===== config.mk =====
export PLATFORM = sky130hd
export DESIGN_NAME = serial_frame_deframer_sum8_core
export DESIGN_NICKNAME = d
export VERILOG_FILES = /design/src/design/sfd_pkg.sv /design/src/design/sfd_parser.sv /design/src/design/serial_frame_deframer_sum8_core.sv
export SDC_FILE = /design/constraint.sdc
export NUM_CORES = 1
export LEC_CHECK = 0
export BUFFER_PORTS_ARGS = -buffer_cell sky130_fd_sc_hd__buf_4
export CAP_MARGIN = 20
export CORE_MARGIN = 2
export CORE_UTILIZATION = 40
export CTS_BUF_LIST = sky130_fd_sc_hd__clkbuf_2
export DETAILED_ROUTE_END_ITERATION = 16
export PLACE_DENSITY = 0.57
export SLEW_MARGIN = 25
export SYNTH_ARGS = -nofsm -noshare
export SYNTH_HDL_FRONTEND = slang
export SYNTH_SLANG_ARGS = --single-unit

===== constraint.sdc =====
create_clock -name i_clk -period 2.8 [get_ports i_clk]
set_input_delay 0.28 -clock i_clk [delete_from_list [all_inputs] [get_ports i_clk]]
set_output_delay 0.28 -clock i_clk [all_outputs]
set_load 0.05 [all_outputs]

===== src/design/sfd_pkg.sv =====
// Shared types, codes and reset values of the serial frame deframer.
`default_nettype none
package sfd_pkg;

    localparam int unsigned MaxLengthDefault = 256;

    localparam logic [7:0] HdrFirstReset  = 8'h55;
    localparam logic [7:0] HdrSecondReset = 8'hAA;
    localparam logic [7:0] CmdCodeReset   = 8'hFA;

    localparam int unsigned CfgIdxWidth = 2;
    localparam logic [CfgIdxWidth-1:0] CFG_HDR_FIRST  = 2'd0;
    localparam logic [CfgIdxWidth-1:0] CFG_HDR_SECOND = 2'd1;
    localparam logic [CfgIdxWidth-1:0] CFG_CMD_CODE   = 2'd2;

    typedef enum logic [2:0] {
        PH_HUNT1   = 3'd0,
        PH_HUNT2   = 3'd1,
        PH_LEN_HI  = 3'd2,
        PH_LEN_LO  = 3'd3,
        PH_PAYLOAD = 3'd4,
        PH_CHECK   = 3'd5
    } t_phase;

    typedef enum logic [1:0] {
        ST_GOOD     = 2'd0,
        ST_BAD_SUM  = 2'd1,
        ST_ZERO_LEN = 2'd2,
        ST_TOO_LONG = 2'd3
    } t_status;

    typedef struct packed {
        logic [7:0] hdr_first;
        logic [7:0] hdr_second;
        logic [7:0] cmd_code;
    } t_cfg;

    typedef struct packed {
        t_status    status;
        logic [7:0] first_byte;
        logic       hit;
        logic [7:0] count;
    } t_result;

endpackage
`default_nettype wire


===== src/design/sfd_parser.sv =====
// Frame parser: header hunt, length capture, checksum and result build.
`default_nettype none
module sfd_parser #(
    parameter int unsigned MAX_LENGTH = sfd_pkg::MaxLengthDefault
) (
    input  wire logic            i_clk,
    input  wire logic            i_rst_n,
    input  wire sfd_pkg::t_cfg   i_cfg,
    input  wire logic            i_take,
    input  wire logic [7:0]      i_byte,
    output logic                 o_emit,
    output sfd_pkg::t_result     o_result
);
    import sfd_pkg::*;

    localparam int unsigned CntWidth = (MAX_LENGTH > 2) ? $clog2(MAX_LENGTH) : 1;
    localparam logic [15:0] MaxLen = 16'(MAX_LENGTH);

    t_phase              r_phase, n_phase;
    logic [15:0]         r_len, n_len;
    logic [CntWidth-1:0] r_seen, n_seen;
    logic [7:0]          r_sum, n_sum;
    logic [7:0]          r_first, n_first;

    logic [15:0] len_full;
    logic [16:0] seen_plus2;
    logic [7:0]  sum_add;
    logic [7:0]  count;

    assign len_full   = {r_len[15:8], i_byte};
    assign seen_plus2 = 17'(r_seen) + 17'd2;
    assign sum_add    = r_sum + i_byte;
    assign count      = 8'(r_len - 16'd1);

    always_comb begin
        n_phase  = r_phase;
        n_len    = r_len;
        n_seen   = r_seen;
        n_sum    = r_sum;
        n_first  = r_first;
        o_emit   = 1'b0;
        o_result = '{status: ST_GOOD, first_byte: 8'd0, hit: 1'b0, count: 8'd0};
        unique case (r_phase)
            PH_HUNT2: begin
                if (i_byte == i_cfg.hdr_second) begin
                    n_sum   = sum_add;
                    n_phase = PH_LEN_HI;
                end else if (i_byte == i_cfg.hdr_first) begin
                    n_sum   = i_byte;
                    n_phase = PH_HUNT2;
                end else begin
                    n_sum   = 8'd0;
                    n_phase = PH_HUNT1;
                end
            end
            PH_LEN_HI: begin
                n_len   = {i_byte, 8'd0};
                n_sum   = sum_add;
                n_phase = PH_LEN_LO;
            end
            PH_LEN_LO: begin
                n_len   = len_full;
                n_sum   = sum_add;
                n_seen  = '0;
                n_first = 8'd0;
                if (len_full == 16'd0) begin
                    n_phase         = PH_HUNT1;
                    n_sum           = 8'd0;
                    o_emit          = 1'b1;
                    o_result.status = ST_ZERO_LEN;
                end else if (len_full > MaxLen) begin
                    n_phase         = PH_HUNT1;
                    n_sum           = 8'd0;
                    o_emit          = 1'b1;
                    o_result.status = ST_TOO_LONG;
                end else if (len_full == 16'd1) begin
                    n_phase = PH_CHECK;
                end else begin
                    n_phase = PH_PAYLOAD;
                end
            end
            PH_PAYLOAD: begin
                if (r_seen == '0) begin
                    n_first = i_byte;
                end
                n_sum  = sum_add;
                n_seen = r_seen + CntWidth'(1);
                if (seen_plus2 >= {1'b0, r_len}) begin
                    n_phase = PH_CHECK;
                end
            end
            PH_CHECK: begin
                n_phase         = PH_HUNT1;
                n_sum           = 8'd0;
                o_emit          = 1'b1;
                o_result.count  = count;
                if (i_byte == r_sum) begin
                    o_result.status     = ST_GOOD;
                    o_result.first_byte = r_first;
                    o_result.hit        = (r_len > 16'd1) && (r_first == i_cfg.cmd_code);
                end else begin
                    o_result.status = ST_BAD_SUM;
                end
            end
            default: begin
                if (i_byte == i_cfg.hdr_first) begin
                    n_sum   = i_byte;
                    n_phase = PH_HUNT2;
                end else begin
                    n_sum   = 8'd0;
                    n_phase = PH_HUNT1;
                end
            end
        endcase
        if (!i_take) begin
            o_emit = 1'b0;
        end
    end

    always_ff @(posedge i_clk) begin
        if (!i_rst_n) begin
            r_phase <= PH_HUNT1;
            r_len   <= 16'd0;
            r_seen  <= '0;
            r_sum   <= 8'd0;
            r_first <= 8'd0;
        end else if (i_take) begin
            r_phase <= n_phase;
            r_len   <= n_len;
            r_seen  <= n_seen;
            r_sum   <= n_sum;
            r_first <= n_first;
        end
    end

`ifndef NO_ASSERTIONS
    a_payload_len: assert property (@(posedge i_clk) disable iff (!i_rst_n)
        r_phase == PH_PAYLOAD |-> (r_len > 16'd1) && (r_len <= MaxLen))
        else $error("payload phase with a length outside the accepted range");
    a_check_len: assert property (@(posedge i_clk) disable iff (!i_rst_n)
        r_phase == PH_CHECK |-> (r_len != 16'd0) && (r_len <= MaxLen))
        else $error("checksum phase with a rejected length");
    a_emit_phase: assert property (@(posedge i_clk) disable iff (!i_rst_n)
        o_emit |-> i_take && (r_phase == PH_LEN_LO || r_phase == PH_CHECK))
        else $error("result raised outside length or checksum phase");
`endif

endmodule
`default_nettype wire


===== src/design/serial_frame_deframer_sum8_core.sv =====
// Top level of the serial frame deframer with checksum: config, parser and result register.
//
// Usage:
//   Feed received bytes on the rx channel (i_rx_valid / o_rx_ready / i_rx_byte),
//   one word per handshake. Each frame (header pair, 16-bit big-endian length,
//   payload, 8-bit sum checksum) gives one word on the result channel
//   (o_res_valid / i_res_ready): a checked frame on its checksum byte, a
//   rejected length on the low length byte.
//   Latency: a result shows on o_res_valid the cycle after the byte that closes
//   the frame is taken. Throughput: one byte per cycle when not stalled, set by the single
//   result register; the parser state updates in the same cycle that a byte is taken.
//   Stall: while a result waits and i_res_ready is low, o_rx_ready is low and
//   the parser holds; o_rx_ready comes back in the cycle the result is taken.
//   Reset (i_rst_n low, synchronous): parser hunts for the first header byte,
//   the result register empties, registers return to 0x55 / 0xAA / 0xFA.
//   Configuration: write i_cfg_data to register i_cfg_idx when i_cfg_wr_en is
//   high; 0 first header byte, 1 second header byte, 2 command code.
`default_nettype none
module serial_frame_deframer_sum8_core #(
    parameter int unsigned MAX_LENGTH = sfd_pkg::MaxLengthDefault
) (
    input  wire logic                            i_clk,
    input  wire logic                            i_rst_n,
    input  wire logic                            i_cfg_wr_en,
    input  wire logic [sfd_pkg::CfgIdxWidth-1:0] i_cfg_idx,
    input  wire logic [7:0]                      i_cfg_data,
    input  wire logic                            i_rx_valid,
    output logic                                 o_rx_ready,
    input  wire logic [7:0]                      i_rx_byte,
    output logic                                 o_res_valid,
    input  wire logic                            i_res_ready,
    output logic [1:0]                           o_frame_status,
    output logic [7:0]                           o_first_payload_byte,
    output logic                                 o_command_hit,
    output logic [7:0]                           o_payload_count
);
    import sfd_pkg::*;

    t_cfg    r_cfg;
    t_result r_res;
    logic    r_res_valid;
    logic    take;
    logic    emit;
    t_result result;

    assign o_rx_ready = !r_res_valid || i_res_ready;
    assign take       = i_rx_valid && o_rx_ready;

    always_ff @(posedge i_clk) begin
        if (!i_rst_n) begin
            r_cfg.hdr_first  <= HdrFirstReset;
            r_cfg.hdr_second <= HdrSecondReset;
            r_cfg.cmd_code   <= CmdCodeReset;
        end else if (i_cfg_wr_en) begin
            unique case (i_cfg_idx)
                CFG_HDR_FIRST:  r_cfg.hdr_first  <= i_cfg_data;
                CFG_HDR_SECOND: r_cfg.hdr_second <= i_cfg_data;
                CFG_CMD_CODE:   r_cfg.cmd_code   <= i_cfg_data;
                default: ;
            endcase
        end
    end

    sfd_parser #(
        .MAX_LENGTH(MAX_LENGTH)
    ) u_parser (
        .i_clk    (i_clk),
        .i_rst_n  (i_rst_n),
        .i_cfg    (r_cfg),
        .i_take   (take),
        .i_byte   (i_rx_byte),
        .o_emit   (emit),
        .o_result (result)
    );

    always_ff @(posedge i_clk) begin
        if (!i_rst_n) begin
            r_res_valid <= 1'b0;
        end else if (o_rx_ready) begin
            r_res_valid <= emit;
        end
    end

    always_ff @(posedge i_clk) begin
        if (emit) begin
            r_res <= result;
        end
    end

    assign o_res_valid          = r_res_valid;
    assign o_frame_status       = r_res.status;
    assign o_first_payload_byte = r_res.first_byte;
    assign o_command_hit        = r_res.hit;
    assign o_payload_count      = r_res.count;

`ifndef NO_ASSERTIONS
    a_reset_empty: assert property (@(posedge i_clk)
        !i_rst_n |=> !o_res_valid)
        else $error("result valid right after reset");
    a_hit_good: assert property (@(posedge i_clk) disable iff (!i_rst_n)
        o_res_valid && o_command_hit |-> o_frame_status == ST_GOOD)
        else $error("command hit on a bad frame");
    a_reject_zero: assert property (@(posedge i_clk) disable iff (!i_rst_n)
        o_res_valid && o_frame_status != ST_GOOD |-> o_first_payload_byte == 8'd0)
        else $error("payload byte reported on a rejected frame");
    a_stall_hold: assert property (@(posedge i_clk) disable iff (!i_rst_n)
        o_res_valid && !i_res_ready |=> o_res_valid && $stable(r_res))
        else $error("stalled result lost or changed");
`endif

endmodule
`default_nettype wire

# Yosys cells after proc, flatten, opt, wreduce, memory -nomap -nowiden
# Index checks and enable logic that the tools add are counted.
# totals
ff_bits	87
input_bits	23
output_inout_bits	21
elab_cells	79
# classes
add_sub_neg	4
magnitude_cmp	3
n_eq_ne	14
muxes	24
n_bitwise	1
n_reduce_logical	19
# op_table
operator	count
8-bit 2-to-1 mux	5
8-bit equality test	4
16-bit case mux with 2 select lines	1
8-bit case mux with 2 select lines	2
8-bit case mux with 4 select lines	1
16-bit by 1-bit equality test with 1-bit output (second input constant)	1
9-bit by 16-bit >= comparator with 1-bit output	1
16-bit by 1-bit greater-than comparator with 1-bit output (second input constant)	1
16-bit by 9-bit greater-than comparator with 1-bit output (second input constant)	1
16-bit logical NOT	1
3-bit case mux with 5 select lines	1
2-bit AND reduction	7
3-bit 2-to-1 mux	4
8-bit by 2-bit adder with 9-bit output (second input constant)	1
8-bit by 1-bit adder with 8-bit output (second input constant)	1
8-bit adder	1
8-bit logical NOT	1
8-bit by 1-bit subtractor with 8-bit output (second input constant)	1
3-bit by 2-bit equality test with 1-bit output (second input constant)	2
3-bit equality test (second input constant)	2
1-bit 2-to-1 mux	6
3-bit AND reduction	2
2-bit 2-to-1 mux	2
2-bit by 1-bit inequality test with 1-bit output (second input constant)	2
other kinds (12)	14

# Depth between registers and ports, before layout
# Gate-level depths: netlist of the first run.
# logic_depth
word_depth	5
mapped_depth	10
depth_no_buf	10

# Hierarchy
# Synthesis of the first run repeated with hierarchy kept, for this count alone.
# unflattened
hier_cells	523
area_unflattened_um2	4763.3
# by_module_without_submodules
mod	n_inst	cells_each	area_per_inst_um2	seq_area_each_um2
sfd_parser	1	400	3140.5	860.8
serial_frame_deframer_sum8_core	1	123	1622.8	1071.0

# Least setup slack after synthesis of the first run
# OpenSTA, ideal clock, no wires.
# synth_path
kind	register to register
startpoint	reg u_parser.r_seen[3]
endpoint	reg u_parser.r_phase[2]
arrival_time_ns	2.419
required_ns	2.735
path_slack_ns	0.316
stages_incl_launch_ff	11
period_less_slack_ns	2.484
path_cell_list	dfxtp_1 > clkbuf_1 > nand3_1 > or2_2 > xnor2_1 > ha_1 > a211oi_1 > a211oi_1 > o211ai_1 > mux2_2 > nor2_1
# synth_between
elab_chain_len	4
# synth_lines
item	line	text
from (decl)	sfd_parser.sv:21	logic [CntWidth-1:0] r_seen, n_seen;
from (signal assigned)	sfd_parser.sv:130	r_seen <= n_seen;
8-bit by 2-bit adder with 9-bit output	sfd_parser.sv:31	assign seen_plus2 = 17'(r_seen) + 17'd2;
9-bit by 16-bit >= comparator with 1-bit output	sfd_parser.sv:88	if (seen_plus2 >= {1'b0, r_len}) begin
2-bit by 1-bit inequality test with 1-bit output (no line)	--	
2-bit AND reduction (no line)	--	
to (signal assigned)	sfd_parser.sv:128	r_phase <= n_phase;
to (decl)	sfd_parser.sv:19	t_phase r_phase, n_phase;
# Every way passes these cells.
# A chain may end at the register's enable or synchronous reset.

# Final worst setup path of the first run
# layout_path
startpoint	reg u_parser.r_seen[1]
endpoint	reg u_parser.r_phase[2]
# The elaborated chain is that of the path after synthesis.

==> results of run 1 <==
[Yosys cell counts, types with 3 or more instances]
cell / number
and2_1: 9
inv_1: 19
nor3b_1: 3
edfxtp_1: 19
nand3_1: 31
o41ai_1: 3
a31oi_1: 3
o21ai_0: 20
a221oi_1: 6
buf_2: 4
or3_1: 4
o21a_1: 3
dfxtp_1: 68
xor2_1: 16
or4_1: 3
xnor2_1: 30
buf_6: 8
clkbuf_1: 16
ha_1: 22
a211oi_1: 4
nor3_1: 8
nor4_1: 6
o211ai_1: 5
nand2_1: 71
mux2i_1: 16
nor2_1: 49
nand3b_1: 4
a21oi_1: 32
nand4_1: 13
[routing by layer]
metal  routed length (um)  vias to the layer above  GRT usage [%]  part of all wire [%]
li1                     -                     1929              -                     -
met1                 5250                     1801           25.5                    46
met2                 5360                       81           30.3                    47
met3                  550                       13           3.21                   4.9
met4                  174                        0           5.93                   1.5
met5                    0                        -              0                     0
[flip-flops by register name (all words and copies together) (netlist names)]
name / count
u_parser.r_first: 8
r_cfg: 24
o_first_payload_byte: 8
u_parser.r_len: 16
u_parser.r_phase: 3
o_command_hit: 1
u_parser.r_sum: 8
o_res_valid: 1
o_payload_count: 8
u_parser.r_seen: 8
o_frame_status: 2
[where the power goes]
| part | total [mW] | internal [mW] | switching [mW] |
|---|---|---|---|
| Clock | 0.739 | 0.231 | 0.508 |
| Sequential | 1.31 | 1.30 | 0.0151 |
| Combinational | 0.226 | 0.103 | 0.123 |
[repair_timing]
action	in CTS	in global routing
gates resized for setup	0	3
hold buffers	18	0
hold endpoints to repair	37	0
endpoints found under the setup margin	0	1
[cells by family after synthesis]
kind of cell | count (synthesis) | share of synthesized area, %
buf+inv | 49 | 5.52
compound gates | 84 | 11.2
flops | 87 | 41.8
fa+ha+maj | 23 | 6.39
simple gates | 216 | 22.7
xor+xnor | 46 | 8.71
mux | 17 | 3.71
[final cells by class]
cell class	instances	share of cell area (%)
multi-input combinational	386	45.7
timing repair buffer	73	11.1
tap	143	3.34
inverter	19	1.33
clock buffer	9	0.842
sequential	87	36.2
clock inverter	7	1.59
[critical path: stages (launching register included)]
cell and delay [ns]:
dfxtp_2 0.42, ha_1 0.23, nand2_1 0.07, or2_2 0.31, xnor2_1 0.13, ha_1 0.30, a211oi_2 0.26, a211oi_1 0.11
o211ai_1 0.24, mux2_2 0.37, nor2_1 0.08
[metrics by stage]
step / hold WS [ns] / utilization [%] / setup WS [ns] / power [mW]
finish: 0.0589 / 47.1 / 0.275 / 2.28
detailed placement: 0.467 / 44.3 / 0.201 / 1.54
floorplan: 0.402 / - / 0.316 / 1.48
CTS: 0.0427 / 47.0 / 0.146 / 2.30
global route: 0.0755 / 47.1 / 0.0748 / 2.37
global placement: 0.445 / 44.3 / 0.249 / 1.54
[worst max-delay path by stage]
stage / start / end / slack [ns] / cells after the start
finish: u_parser.r_seen[1]$_SDFFE_PN0P_ / u_parser.r_phase[2]$_SDFFE_PN0P_ / 0.28 / 10
global route: u_parser.r_seen[1]$_SDFFE_PN0P_ / u_parser.r_phase[2]$_SDFFE_PN0P_ / 0.07 / 10
CTS: u_parser.r_seen[1]$_SDFFE_PN0P_ / u_parser.r_phase[2]$_SDFFE_PN0P_ / 0.15 / 10
detailed placement: u_parser.r_seen[1]$_SDFFE_PN0P_ / u_parser.r_phase[2]$_SDFFE_PN0P_ / 0.20 / 10
global placement: u_parser.r_seen[1]$_SDFFE_PN0P_ / u_parser.r_phase[2]$_SDFFE_PN0P_ / 0.25 / 10
floorplan: u_parser.r_seen[3]$_SDFFE_PN0P_ / u_parser.r_phase[2]$_SDFFE_PN0P_ / 0.32 / 10
==> reports/metrics.yaml, run 1 <==
gp_congestion: 0.851
dp.cells: 690
insertion_delay_ns: 0.61
die_x_um: 112
leakage_nw: 2.10
hpwl_um: 8320
synth_area_leader_cell: "dfxtp_1"
worst_slew_pin_slew_ns: 0.782
crit_fanout: 5
synth_ff_type: "dfxtp_1"
period_minus_slack_ns: 2.52
syn-num-nets: 568
ant_nets: 0
holdPathEnd: "r_cfg[8]$_SDFFE_PN0P_"
rrSetupSlack_ns: 0.28
coreArea_um2: 11400
slew_viol_final: 0
grt_pass1_vias: 3723
antenna_found_initial: 0
grt_pass1_wl_um: 18700
synth_edf_count: 19
cts.sinks: 87
powerDensity_nw_per_um2: 426
layout.cells.most_common_list: "nand2_1, dfxtp_1, buf_4, nor2_1, a21oi_1"
hold_path.startpoint: "i_cfg_idx[1]"
fin_cells: 724
dpl_cell_area_um2: 5030
fp.dieH_um: 112
syn_area_um2: 4620
fmaxAchievable_mhz: 396
via_per_inst: 5.28
syn_inst: 522
routedWlPerCell_um: 15.7
clockBufferDepth: 2
critPathLaunchType: "flop"
crit_type: "reg2reg"
grt_start_max_net_pins: 27
hold_viol: 0
finalSetupViolCount: 0
via_count: 3824
required_ns: 3.37
ys_seq_area_share_pct: 41.8
cts_root_buf: "clkbuf_2"
fin_nets: 622
synth_seq_cells: 87
reg2reg_to: "u_parser.r_phase[2]$_SDFFE_PN0P_"
grt_overflow: 0
maxCapViolations: 0
whs_path_depth: 4
cts_buffers: 9
drt_pre_antenna_iters: 5
multi_input_area_um2: 2440
io_pins: 44
dieArea_um2: 12400
totalWireLength_um: 11300
cts-htree-levels: 3
diodes: 0
port_buffers: 43
post-cts-setup-buffers: 0
netlist.area_leader.share_pct: 29.4
drt_iter0_markers: 247
drive_gt1_share_pct: 14.1
cts_tree: "done"
status: "finished clean"
slew_headroom_pct: 47.8
yosys_warnings: 0
crit_path_end_kind: "flop"
final_area_um2: 5350
initial_core_util_pct: 40.7
rows: 39
clk_pin_slew_ns: 0.27
rsz0062_at_grt: "no"
fillCellCount: 1106
drc: 0
period_share_pct: 90.2
synthArstFlopShare_pct: 0
synth.distinct_cells: 52
netlist_top_cells_area: "dfxtp_1, edfxtp_1, ha_1"
finClkSkew_ns: 0.0290
syn_area_per_cell_um2: 8.86
synthToLayoutAreaGrowth_pct: 15.7
crit_arrival_ns: 3.09
ff2ff_path_depth: 10
grt_use_total_pct: 18.7
layout_commonest_cell: "nand2_1"
register_area_um2: 1930
min_path_type: "in2reg"
r2r-start: "u_parser.r_seen[1]$_SDFFE_PN0P_"
tns_ns: 0
ir_worst_vdd_uv: 261
(Power assumes the default switching activity.)
==> run 2, diff against run 1 <==
--- a/config.mk
+++ b/config.mk
@@ -11,8 +11,9 @@
 export CORE_UTILIZATION = 40
 export CTS_BUF_LIST = sky130_fd_sc_hd__clkbuf_2
 export DETAILED_ROUTE_END_ITERATION = 16
-export PLACE_DENSITY = 0.57
+export PLACE_DENSITY = 0.56
 export SLEW_MARGIN = 25
 export SYNTH_ARGS = -nofsm -noshare
 export SYNTH_HDL_FRONTEND = slang
+export SYNTH_HIERARCHICAL = 1
 export SYNTH_SLANG_ARGS = --single-unit
==> reports/metrics.yaml, run 2 <==
status: "finished, violations left"
violations: "DRC"
synth_ff_type: "dfxtp_1"
hold_viol: 0
rrSetupSlack_ns: 0.44
dp.cells: 687
cts-htree-levels: 3
syn_area_per_cell_um2: 9.11
powerDensity_nw_per_um2: 396
final_area_um2: 5500
via_per_inst: 5.31
finalSetupViolCount: 0
crit_type: "in2reg"
syn_area_um2: 4760
io_pins: 44
netlist_top_cells_area: "dfxtp_1, edfxtp_1, xnor2_1"
fillCellCount: 1132
layout.cells.most_common_list: "dfxtp_1, nand2_1, buf_4, xnor2_1, nor2b_1"
crit_arrival_ns: 2.89
cts_tree: "done"
ctsHoldBuffers: 19
insertion_delay_ns: 0.55
hpwl_um: 8060
port_buffers: 43
cts_root_buf: "clkbuf_2"
ir_worst_vdd_uv: 198
largest_register_ffs: 24
dpl_cell_area_um2: 5210
syn_inst: 523
synth_common_cells: "dfxtp_1, nand2_1, xnor2_1"
synthToLayoutAreaGrowth_pct: 15.5
maxCapViolations: 0
min_path_type: "in2reg"
totalWireLength_um: 11500
top_register: "r_cfg"
grt_use_total_pct: 19.0
reg_top3: "r_cfg: 24 flops, u_parser/r_len: 16 flops"
fp.dieH_um: 113
grt_pass1_vias: 3750
drt_iter0_markers: 242
period_share_pct: 88.0
finClkSkew_ns: 0.0139
synth_most_common_cell: "dfxtp_1"
fin_hold_ws_ns: 0.0690
ys_seq_area_share_pct: 40.6
layout_commonest_cell: "dfxtp_1"
cts_buffers: 9
period_minus_slack_ns: 2.46
diodes: 0
post-cts-setup-buffers: 0
synth_area_leader_cell: "dfxtp_1"
cts.sinks: 87
synth.distinct_cells: 59
rows: 39
die_x_um: 113
syn-num-nets: 568
initial_core_util_pct: 41.4
clockBufferDepth: 2
via_count: 3835
crit_fanout: 9
drc: 2
grt_pass1_wl_um: 19200
antenna_found_initial: 0
netlist.area_leader.share_pct: 28.6
required_ns: 3.22
tns_ns: 0
synth_seq_cells: 87
fmaxAchievable_mhz: 406
routedWlPerCell_um: 16.0
slew_viol_final: 0
synth_edf_count: 19
fin_cells: 722
yosys_warnings: 6
fin_nets: 619
leakage_nw: 2.06
clk_pin_slew_ns: 0.22
grt_start_max_net_pins: 79
ant_nets: 0
postLayoutCoreUtil_pct: 47.8
cts-resized-gates: 0
slew_headroom_pct: 56.2
drt_pre_antenna_iters: 12
drive_gt1_share_pct: 12.6
worst_slew_pin_slew_ns: 0.657
rsz0062_at_grt: "no"
critPathLaunchType: "input pin"
synthArstFlopShare_pct: 0
dieArea_um2: 12800
coreArea_um2: 11500
gp_congestion: 0.810
grt_overflow: 0
crit_path_end_kind: "flop"
-- run 2: final cells by class --
class / instances / area, um2 / area share (%)
clock buffers: 11 / 55.1 / 1.00
repair buffers: 71 / 581 / 10.6
multi-input cells: 384 / 2630 / 47.7
well taps: 143 / 179 / 3.25
clock inverters: 5 / 48.8 / 0.887
flip-flops and latches: 87 / 1930 / 35.1
inverters: 21 / 78.8 / 1.43
-- run 2: power breakdown --
part	leakage, nW	internal [mW]	switching [mW]
clock network	0.0647	0.205	0.429
registers	0.727	1.30	0.0154
logic	1.27	0.111	0.121
-- run 2: logic make-up after synthesis --
family                   after synthesis  synth area share (%)
AO/OA/AOI/OAI                         98                  14.2
adder cells (fa/ha/maj)               22                  5.94
AND/OR/NAND/NOR                      198                  22.3
XOR/XNOR                              43                  7.91
flip-flops                            87                  40.6
buffers and inverters                 52                  4.31
multiplexers                          23                  4.83
-- run 2: path summary, 6_finish.rpt --
path / cells past startpoint / start / end
worst max-delay path: 7 / i_rx_byte[5] / o_first_payload_byte[6]$_DFFE_PP_
worst min register to register: 2 / r_cfg[21]$_SDFFE_PN0P_ / r_cfg[21]$_SDFFE_PN0P_
worst min-delay path: 3 / i_cfg_idx[0] / r_cfg[21]$_SDFFE_PN0P_
worst max register to register: 6 / u_parser/r_len[11]$_SDFFE_PN0P_ / u_parser/r_sum[2]$_SDFFE_PN0P_
-- run 2: critical path, cell delays in order --
cell	delay [ns]
dlygate4sd3_1	0.54
buf_4	0.19
ha_1	0.37
or4_1	0.54
nor4_1	0.57
buf_4	0.25
and2_1	0.15
-- run 2: metal layers --
layer	global-route usage, %	share of wire, %	up-vias
li1	-	-	1929
met3	3.05	3.6	13
met5	0	0	-
met1	25.7	48	1816
met2	30.5	47	77
met4	6.99	1.2	0
-- run 2: per-stage QoR --
step	total power [mW]	setup slack [ns]
floorplan	1.48	0.236
global placement	1.55	0.302
detailed placement	1.55	0.361
CTS	2.21	0.416
global route	2.29	0.279
finish	2.18	0.337
